**src/rtl/sha_pkg.sv**
```systemverilog
package sha_pkg;
    localparam int unsigned BUF_DEPTH = 64;
    localparam int unsigned WORD_W = 32;
    localparam int unsigned FIFO_DEPTH = 4;

    typedef logic [WORD_W-1:0] t_word;

    typedef struct packed {
        logic [7:0] data;
        logic       present;
        logic       eom;
    } t_item;

    localparam t_word IV [8] = '{
        32'h6a09e667, 32'hbb67ae85, 32'h3c6ef372, 32'ha54ff53a,
        32'h510e527f, 32'h9b05688c, 32'h1f83d9ab, 32'h5be0cd19
    };

    localparam t_word K [64] = '{
        32'h428a2f98,32'h71374491,32'hb5c0fbcf,32'he9b5dba5,32'h3956c25b,32'h59f111f1,
        32'h923f82a4,32'hab1c5ed5,32'hd807aa98,32'h12835b01,32'h243185be,32'h550c7dc3,
        32'h72be5d74,32'h80deb1fe,32'h9bdc06a7,32'hc19bf174,32'he49b69c1,32'hefbe4786,
        32'h0fc19dc6,32'h240ca1cc,32'h2de92c6f,32'h4a7484aa,32'h5cb0a9dc,32'h76f988da,
        32'h983e5152,32'ha831c66d,32'hb00327c8,32'hbf597fc7,32'hc6e00bf3,32'hd5a79147,
        32'h06ca6351,32'h14292967,32'h27b70a85,32'h2e1b2138,32'h4d2c6dfc,32'h53380d13,
        32'h650a7354,32'h766a0abb,32'h81c2c92e,32'h92722c85,32'ha2bfe8a1,32'ha81a664b,
        32'hc24b8b70,32'hc76c51a3,32'hd192e819,32'hd6990624,32'hf40e3585,32'h106aa070,
        32'h19a4c116,32'h1e376c08,32'h2748774c,32'h34b0bcb5,32'h391c0cb3,32'h4ed8aa4a,
        32'h5b9cca4f,32'h682e6ff3,32'h748f82ee,32'h78a5636f,32'h84c87814,32'h8cc70208,
        32'h90befffa,32'ha4506ceb,32'hbef9a3f7,32'hc67178f2
    };

    function automatic t_word rotr(input t_word x, input int unsigned n);
        rotr = (x >> n) | (x << (WORD_W - n));
    endfunction
endpackage

```
**src/rtl/sha_fifo.sv**
```systemverilog
module sha_fifo #(
    parameter int unsigned DEPTH = sha_pkg::FIFO_DEPTH
) (
    input  logic          i_clk,
    input  logic          i_rst_n,
    input  logic          i_push,
    input  sha_pkg::t_item i_item,
    output logic          o_full,
    input  logic          i_pop,
    output logic          o_empty,
    output sha_pkg::t_item o_item
);
    import sha_pkg::*;
    localparam int unsigned AW = (DEPTH > 1) ? $clog2(DEPTH) : 1;

    t_item          r_mem [DEPTH];
    logic [AW-1:0]  r_wp, r_rp;
    logic [AW:0]    r_cnt;

    assign o_full  = (r_cnt == (AW+1)'(DEPTH));
    assign o_empty = (r_cnt == '0);
    assign o_item  = r_mem[r_rp];

    always_ff @(posedge i_clk) begin
        if (!i_rst_n) begin
            r_wp <= '0;
            r_rp <= '0;
            r_cnt <= '0;
        end else begin
            if (i_push && !o_full) begin
                r_mem[r_wp] <= i_item;
                r_wp <= (r_wp == AW'(DEPTH-1)) ? '0 : r_wp + 1'b1;
            end
            if (i_pop && !o_empty)
                r_rp <= (r_rp == AW'(DEPTH-1)) ? '0 : r_rp + 1'b1;
            r_cnt <= r_cnt + (AW+1)'(i_push && !o_full) - (AW+1)'(i_pop && !o_empty);
        end
    end
endmodule

```
**src/rtl/sha_core.sv**
```systemverilog
module sha_core (
    input  logic           i_clk,
    input  logic           i_rst_n,
    input  logic           i_empty,
    input  sha_pkg::t_item i_item,
    output logic           o_pop,
    output logic [31:0]    o_digest_word,
    output logic [2:0]     o_word_index,
    output logic           o_last_word,
    output logic           o_empty,
    input  logic           i_pop
);
    import sha_pkg::*;

    typedef enum logic [2:0] {
        S_TAKE, S_ROUND, S_FIN, S_PAD, S_OUT
    } t_state;

    t_state      r_state;
    t_word       r_h [8];
    t_word       r_v [8];
    t_word       r_w [16];   // block words, reused as the schedule window
    logic [5:0]  r_fill;
    logic [5:0]  r_rnd;
    logic [63:0] r_bits;
    logic        r_final;    // compression belongs to the closing pass
    logic        r_lenblk;   // next pad block is the length-only block
    logic        r_pend_end; // end seen with the byte that filled the block
    logic [2:0]  r_oidx;

    t_word w_cur, t1, t2, e, a, s0, s1, w_new;

    always_comb begin
        w_cur = r_w[0];
        e = r_v[4];
        a = r_v[0];
        t1 = r_v[7] + (rotr(e,6) ^ rotr(e,11) ^ rotr(e,25)) + ((e & r_v[5]) ^ (~e & r_v[6]))
             + K[r_rnd] + w_cur;
        t2 = (rotr(a,2) ^ rotr(a,13) ^ rotr(a,22)) + ((a & r_v[1]) ^ (a & r_v[2]) ^ (r_v[1] & r_v[2]));
        s0 = rotr(r_w[1],7) ^ rotr(r_w[1],18) ^ (r_w[1] >> 3);
        s1 = rotr(r_w[14],17) ^ rotr(r_w[14],19) ^ (r_w[14] >> 10);
        w_new = s1 + r_w[9] + s0 + r_w[0];
    end

    assign o_pop         = (r_state == S_TAKE) && !i_empty;
    assign o_empty       = (r_state != S_OUT);
    assign o_digest_word = r_h[r_oidx];
    assign o_word_index  = r_oidx;
    assign o_last_word   = (r_oidx == 3'd7);

    // pad fill: write 0x80 at r_fill, zero above, length if room
    task automatic do_pad(input logic with_marker, input logic [5:0] pos, input logic put_len);
        for (int b = 0; b < 64; b++) begin
            // length bytes are written as whole words below
            if (b < 56 || !put_len) begin
                if (b[5:0] > pos || (b[5:0] == pos && !with_marker))
                    r_w[b[5:2]][8*(3-b[1:0]) +: 8] <= 8'h00;
                else if (b[5:0] == pos)
                    r_w[b[5:2]][8*(3-b[1:0]) +: 8] <= 8'h80;
            end
        end
        if (put_len) begin
            r_w[14] <= r_bits[63:32];
            r_w[15] <= r_bits[31:0];
        end
    endtask

    always_ff @(posedge i_clk) begin
        if (!i_rst_n) begin
            r_state <= S_TAKE;
            for (int i = 0; i < 8; i++) r_h[i] <= IV[i];
            r_fill <= '0;
            r_bits <= '0;
            r_final <= 1'b0;
            r_lenblk <= 1'b0;
            r_pend_end <= 1'b0;
            r_oidx <= '0;
            r_rnd <= '0;
        end else begin
            unique case (r_state)
                S_TAKE: if (!i_empty) begin
                    if (i_item.present) begin
                        r_w[r_fill[5:2]][8*(3-r_fill[1:0]) +: 8] <= i_item.data;
                        r_bits <= r_bits + 64'd8;
                        r_fill <= r_fill + 6'd1;
                        if (r_fill == 6'd63) begin
                            r_pend_end <= i_item.eom;
                            r_final <= 1'b0;
                            for (int i = 0; i < 8; i++) r_v[i] <= r_h[i];
                            r_rnd <= '0;
                            r_state <= S_ROUND;
                        end else if (i_item.eom) begin
                            r_state <= S_PAD;
                        end
                    end else if (i_item.eom) begin
                        r_state <= S_PAD;
                    end
                end
                S_PAD: begin
                    // r_fill is bytes held; r_lenblk for the second block
                    if (r_lenblk) begin
                        for (int i = 0; i < 14; i++) r_w[i] <= '0;
                        r_w[14] <= r_bits[63:32];
                        r_w[15] <= r_bits[31:0];
                        r_final <= 1'b1;
                        r_lenblk <= 1'b0;
                    end else if (r_fill < 6'd56) begin
                        do_pad(1'b1, r_fill, 1'b1);
                        r_final <= 1'b1;
                    end else begin
                        do_pad(1'b1, r_fill, 1'b0);
                        r_final <= 1'b0;
                        r_lenblk <= 1'b1;
                    end
                    r_fill <= '0;
                    for (int i = 0; i < 8; i++) r_v[i] <= r_h[i];
                    r_rnd <= '0;
                    r_state <= S_ROUND;
                end
                S_ROUND: begin
                    r_v[7] <= r_v[6]; r_v[6] <= r_v[5]; r_v[5] <= r_v[4];
                    r_v[4] <= r_v[3] + t1;
                    r_v[3] <= r_v[2]; r_v[2] <= r_v[1]; r_v[1] <= r_v[0];
                    r_v[0] <= t1 + t2;
                    for (int i = 0; i < 15; i++) r_w[i] <= r_w[i+1];
                    r_w[15] <= w_new;
                    r_rnd <= r_rnd + 6'd1;
                    if (r_rnd == 6'd63) r_state <= S_FIN;
                end
                S_FIN: begin
                    for (int i = 0; i < 8; i++) r_h[i] <= r_h[i] + r_v[i];
                    r_oidx <= '0;
                    if (r_final) r_state <= S_OUT;
                    else if (r_lenblk || r_pend_end) begin
                        r_pend_end <= 1'b0;
                        r_state <= S_PAD;
                    end else r_state <= S_TAKE;
                end
                S_OUT: if (i_pop) begin
                    r_oidx <= r_oidx + 3'd1;
                    if (r_oidx == 3'd7) begin
                        for (int i = 0; i < 8; i++) r_h[i] <= IV[i];
                        r_bits <= '0;
                        r_fill <= '0;
                        r_final <= 1'b0;
                        r_state <= S_TAKE;
                    end
                end
                default: r_state <= S_TAKE;
            endcase
        end
    end
endmodule

```
**src/rtl/sha256_hash_engine_core.sv**
```systemverilog
// each padding block is loaded in S_PAD, compressed round by round in S_ROUND, then folded in S_FIN
// a message end adds one or two such blocks, then eight digest words, one per pop
// intake: about one byte per cycle while the queue holds items, paused while a full block compresses
// the item queue (four deep by default) keeps accepting while the back end compresses, until it is full
// reset: synchronous active-low i_rst_n restores initial hash, clears count and queue
module sha256_hash_engine_core #(
    parameter int unsigned FIFO_DEPTH = sha_pkg::FIFO_DEPTH
) (
    input  logic        i_clk,
    input  logic        i_rst_n,
    input  logic        push,
    output logic        full,
    input  logic [7:0]  i_data_byte,
    input  logic        i_byte_present,
    input  logic        i_end_of_message,
    output logic        empty,
    input  logic        pop,
    output logic [31:0] o_digest_word,
    output logic [2:0]  o_word_index,
    output logic        o_last_word
);
    import sha_pkg::*;

    t_item q_in, q_out;
    logic  q_empty, q_pop;

    assign q_in = '{data: i_data_byte, present: i_byte_present, eom: i_end_of_message};

    // front end: item queue, each transaction lands here
    sha_fifo #(.DEPTH(FIFO_DEPTH)) u_fifo (
        .i_clk, .i_rst_n, .i_push(push), .i_item(q_in), .o_full(full),
        .i_pop(q_pop), .o_empty(q_empty), .o_item(q_out)
    );

    // back end: buffering, padding, compression and digest readout
    sha_core u_core (
        .i_clk, .i_rst_n, .i_empty(q_empty), .i_item(q_out), .o_pop(q_pop),
        .o_digest_word, .o_word_index, .o_last_word, .o_empty(empty), .i_pop(pop)
    );
endmodule

```
**config.mk**
```make
export PLATFORM = sky130hd
export DESIGN_NAME = sha256_hash_engine_core
export DESIGN_NICKNAME = d
export VERILOG_FILES = /design/src/rtl/sha_pkg.sv /design/src/rtl/sha_fifo.sv /design/src/rtl/sha_core.sv /design/src/rtl/sha256_hash_engine_core.sv
export SDC_FILE = /design/constraint.sdc
export NUM_CORES = 2
export LEC_CHECK = 0
export ABC_CLOCK_PERIOD_IN_PS = 14640
export BUFFER_PORTS_ARGS = -buffer_cell sky130_fd_sc_hd__buf_2
export CAP_MARGIN = 25
export CORE_MARGIN = 2
export CORE_UTILIZATION = 55
export DETAILED_ROUTE_END_ITERATION = 12
export PLACE_DENSITY = 0.81
export SLEW_MARGIN = 20
export SYNTH_ARGS = -nofsm -noshare
export SYNTH_HDL_FRONTEND = slang
export SYNTH_SLANG_ARGS = --single-unit
```
**constraint.sdc**
```tcl
create_clock -name i_clk -period 14.64 [get_ports i_clk]
set_clock_uncertainty 0.1 [all_clocks]
set_input_delay 1.464 -clock i_clk [delete_from_list [all_inputs] [get_ports i_clk]]
set_output_delay 1.464 -clock i_clk [all_outputs]
set_load 0.005 [all_outputs]
```
# Word-level counts from Yosys, hierarchy flattened
# Memories as Yosys holds them, arrays and structs flattened. A register that Yosys moved wholly into a read port is not among the register bits.
# Index checks and enable logic that the tools add are counted.
totals:
  memories: 4
  reg_bits: 604
  mem_bits_rw: 552
  output_inout_bits: 38
  wordCells: 559
  inputBits: 14
  rom_bits: 2048
mem_list:
  columns: ["name", "depth", "word_bits", "rd", "rd_ports_with_merged_regs", "wr", "line_no", "source"]
  rows:
  - ["(no name shown)", 64, 32, 1, 0, 0, "sha_core.sv:38", "+ K[r_rnd] + w_cur;"]
  - ["u_core.r_h", 8, 32, 9, 1, 8, "sha_core.sv:20", "t_word r_h [8];"]
  - ["u_core.r_v", 8, 32, 8, 0, 8, "sha_core.sv:21", "t_word r_v [8];"]
  - ["u_fifo.r_mem", 4, 10, 1, 1, 1, "sha_fifo.sv:16", "t_item r_mem [DEPTH];"]
classes:
  n_shift: 2
  order_cmp: 68
  bitwise: 61
  reduce_logical: 31
  n_eq_ne: 90
  add_sub_neg: 28
  n_mux: 242
ops:
  columns: ["op", "n"]
  rows:
  - ["512-bit two-way mux", 3]
  - ["512-bit one-hot mux with 3 select lines", 1]
  - ["32-bit two-way mux", 35]
  - ["8-bit two-way mux", 128]
  - ["32-bit adder", 18]
  - ["512-bit bitwise mux", 1]
  - ["64-bit two-way mux", 5]
  - ["32-bit XOR", 9]
  - ["6-bit equality test, first input constant", 32]
  - ["6-bit > comparator, first input constant", 32]
  - ["32-bit bitwise AND", 5]
  - ["32-bit demux with 4-bit select", 1]
  - ["64-bit one-hot mux with 2 select lines", 1]
  - ["5-bit by 6-bit equality test with 1-bit output, first input constant", 16]
  - ["5-bit by 6-bit > comparator with 1-bit output, first input constant", 16]
  - ["64-bit by 4-bit adder with 64-bit output, second input constant", 1]
  - ["5-bit AND reduction", 10]
  - ["4-bit by 6-bit equality test with 1-bit output, first input constant", 8]
  - ["4-bit by 6-bit > comparator with 1-bit output, first input constant", 8]
  - ["6-bit two-way mux", 7]
  - ["5-bit by 1-bit inequality test with 1-bit output, second input constant", 8]
  - ["1-bit two-way mux", 38]
  - ["6-bit one-hot mux with 3 select lines", 2]
  - ["32-bit negation with 34-bit output", 1]
  - ["other kinds (58)", 136]

# Logic depth before layout (Yosys ltp)
# An unclocked memory read counts as a cell.
depth:
  word_depth: 10
  depth_mapped: 39
  mapped_depth_nobuf: 37

# Modules after synthesis
# From an unflattened synthesis, not the netlist that was laid out.
hier_totals:
  hier_cells: 8140
  hier_area_um2: 77443.0
modules_own_cells:
  columns: ["mod", "n_inst", "area_each_um2", "cells_each", "seq_area_each_um2"]
  rows:
  - ["sha_core", 1, 75506.2, 8036, 31169.9]
  - ["sha_fifo", 1, 1936.9, 104, 1381.3]

# Worst setup path before layout
# Ideal clock, no wire load.
synth_timing:
  path_kind: "input -> register"
  start: "input i_rst_n"
  end: "memory u_core.r_v[0][0] (netlist name), enable pin"
  n_path_buf: 2
  slack_ps: 1967
  cell_stages: 3
  setup_ps: 835
  required_time_ps: 13705
  arrival_time_ps: 11737
  cell_sequence: "clkbuf_1 > clkbuf_1 > nor2b_1"
synth_lines:
  columns: ["item", "line_no", "source"]
  rows:
  - ["start: declaration", "sha256_hash_engine_core.sv:10", "input logic i_rst_n,"]
  - ["end: declaration", "sha_core.sv:21", null]

==> flow_summary.json <==
{
  "yosysWarnings": 0,
  "grt_usage_pct": 36.0,
  "start_util_pct": 55.2,
  "syn_nets": 8805,
  "yosys.area.top_type": "edfxtp_1",
  "synthArstFlopShare_pct": 0,
  "crit_path_frequent_cell": "a21oi_1",
  "gp_congestion": 1.04,
  "most-common-layout-cells": "nand2_1 (1571), edfxtp_1 (936), o21ai_0 (802), a21oi_1 (510), nor2_1 (440)",
  "hp-class": "reg -> reg",
  "pin_count": 52,
  "design_area_um2": 84300,
  "r2r_end": "u_core.r_v[0][31]",
  "fp.dieH_um": 380,
  "hold_slack_ns": 0.392,
  "grt_first_pass_wirelength_mm": 398,
  "place_area_um2": 79800,
  "hpwl_mm": 192,
  "cts_tree": "yes",
  "dr.pass1.iters": 13,
  "grt_pass1_vias": 64041,
  "run_status": "completed",
  "critical_path_class": "reg -> reg",
  "worstReg2RegStart": "u_core.r_rnd[3]",
  "vias_per_cell": 6.73,
  "crit_start": "u_core.r_rnd[3]",
  "cp-end-kind": "flop",
  "tns_ns": 0,
  "hold_viol": 0,
  "synth-seq-cells": 1158,
  "drive_gt1_share_pct": 7.30,
  "maxCapViolCount": 0,
  "finalCritPeriodShare_pct": 69.3,
  "slew_viol_final": 0,
  "timing.fmax_mhz": 98.5,
  "synth.area.top_cells": "edfxtp_1 (36%), nand2_1 (7.6%), ha_1 (6.6%)",
  "critPathMaxStageDelay_ns": 0.92,
  "coreArea_um2": 141000,
  "crit_required_ns": 15.06,
  "ys_types": 114,
  "htreeDepth": 4,
  "netlist_area_um2": 77900,
  "row_count": 138,
  "insertion_delay_ns": 0.83,
  "wl_per_cell_um": 26.8,
  "numPortBuffers": 51,
  "path_buf_inv": 3,
  "clockBufferDepth": 3,
  "die_w_um": 380,
  "worst_pin_slew_ns": 1.21,
  "reg2reg_depth": 32,
  "cts_setup_buffers": 0,
  "synth_top_flop_cell": "edfxtp_1",
  "routed_wl_mm": 269,
  "num-nets-final": 8653,
  "r2r_slack_ns": 4.49,
  "hold_start": "u_core.r_h[5][8]",
  "path_clk_slew_ns": 0.07,
  "crit_fanout": 49,
  "setup-violations-final": 0,
  "grt_max_degree": 117,
  "cp.arrival_ns": 10.58,
  "rsz0062_at_grt": "false",
  "cts_buffers": 130,
  "avgSynthCellArea_um2": 9.52,
  "syn_inst": 8183,
  "critPathLaunchType": "flop",
  "drt_iter0_markers": 10876,
  "cts_resized": 0,
  "path_delay_family": "compound AO/OA/AOI/OAI gates",
  "period_minus_slack_ns": 10.15,
  "cts_sinks": 1158,
  "drc_errors": 0,
  "cts_hold_buf": 0,
  "synth_edf_count": 936,
  "die-area_um2": 145000,
  "ant_nets": 0,
  "worstSetupEndpoint": "u_core.r_v[0][31]",
  "final_common_cell": "nand2_1",
  "cp_slowest_cell": "dfxtp_2",
  "root_buffer": "clkbuf_16",
  "synth_top_area_share_pct": 36.1,
  "num_vias": 67467,
  "crit_cells": 32,
  "antenna_found_initial": 4,
  "ys_seq_area_share_pct": 41.8,
  "slew_headroom_pct": 18.5,
  "overflow": 0,
  "final_util_pct": 59.8,
  "areaGrowthSynthToFinish_pct": 8.26
}
## how the worst min path moves through the flow
| stage | cells past startpoint | end | slack, ns |
|---|---|---|---|
| 2_1_floorplan | 1 | u_core.r_h[7][31] | 0.35 |
| 3_3_place_gp | 1 | u_core.r_h[7][31] | 0.37 |
| 3_5_place_dp | 2 | u_core.r_h[5][8] | 0.38 |
| 4_1_cts | 2 | u_core.r_h[5][8] | 0.39 |
| 5_1_grt | 2 | u_core.r_h[5][10] | 0.42 |
| 6_report | 2 | u_core.r_h[5][8] | 0.39 |
## cell type report
cell class | count | area [um^2]
Tap cell | 1890 | 2360
Fill cell | 11365 | 56700
Antenna cell | 3 | 7.51
Sequential cell | 1158 | 32600
Multi-Input combinational cell | 6303 | 42800
Clock buffer | 181 | 3640
Clock inverter | 58 | 785
Timing Repair Buffer | 167 | 1130
Inverter | 271 | 1020
## metrics by stage
step / std cells / setup slack (ns)
floorplan: 8183 / 1.97
global placement: 9773 / 4.88
detailed placement: 9784 / 4.68
CTS: 10023 / 4.66
global route: 10028 / 3.75
finish: 10031 / 4.49
## synth_stat cells, types with 39 or more instances
cell type / n
a211oi_1: 85
a21o_1: 217
a21oi_1: 510
a22oi_1: 39
a31oi_1: 59
and3_1: 64
buf_1: 50
clkbuf_1: 396
dfxtp_1: 222
edfxtp_1: 936
fa_1: 196
ha_1: 412
inv_1: 266
mux2_2: 44
mux2i_1: 51
mux4_2: 68
nand2_1: 1573
nand2b_1: 58
nand3_1: 136
nor2_1: 445
nor2b_1: 63
nor3_1: 151
o211ai_1: 43
o21a_1: 65
o21ai_0: 802
o21bai_1: 39
or3_1: 52
xnor2_1: 382
xor2_1: 193
## cells by family (layout without fill, tap and decap cells)
family | count (synthesis) | count (layout) | synth area share (%)
buffers and inverters | 722 | 677 | 3.50
muxes | 175 | 175 | 3.60
and+or+nand+nor | 2710 | 2710 | 15.1
adders and majority gates | 634 | 634 | 12.0
other | 0 | 3 | 0
AOI/OAI and AO/OA | 2209 | 2209 | 17.5
DFF | 1158 | 1158 | 41.8
xor gates and xnor gates | 575 | 575 | 6.47
## worst min-delay path, delay by kind of cell, from the launching register on
kind,cells,cell delay (ns)
compound gates,1,0.05
flops,1,0.33
simple gates,1,0.06
## sequential cells by signal (all words and copies together) (netlist names), named ones only
signal / flops
u_core.r_final: 1
u_fifo.r_mem: 40
u_core.r_bits: 61
u_core.r_w: 480
u_fifo.r_wp: 2
u_core.r_h: 256
u_core.w_cur: 32
u_core.o_word_index: 3
u_core.r_rnd: 6
u_core.r_pend_end: 1
u_core.r_v: 256
u_fifo.r_cnt: 3
u_fifo.r_rp: 2
u_core.r_fill: 6
u_core.r_state: 3
u_core.r_lenblk: 1
## per-layer routing
layer,share of wire [%],track usage (%),wire length (um)
met1,35,44.5,94400
met3,12,9.43,33500
met4,8.7,25.4,23300
met2,44,55.1,117000
met5,0.010,0.0661,27
Power is not shown: default switching activity piles up to over one toggle a cycle in this logic, so the estimate is an artifact.
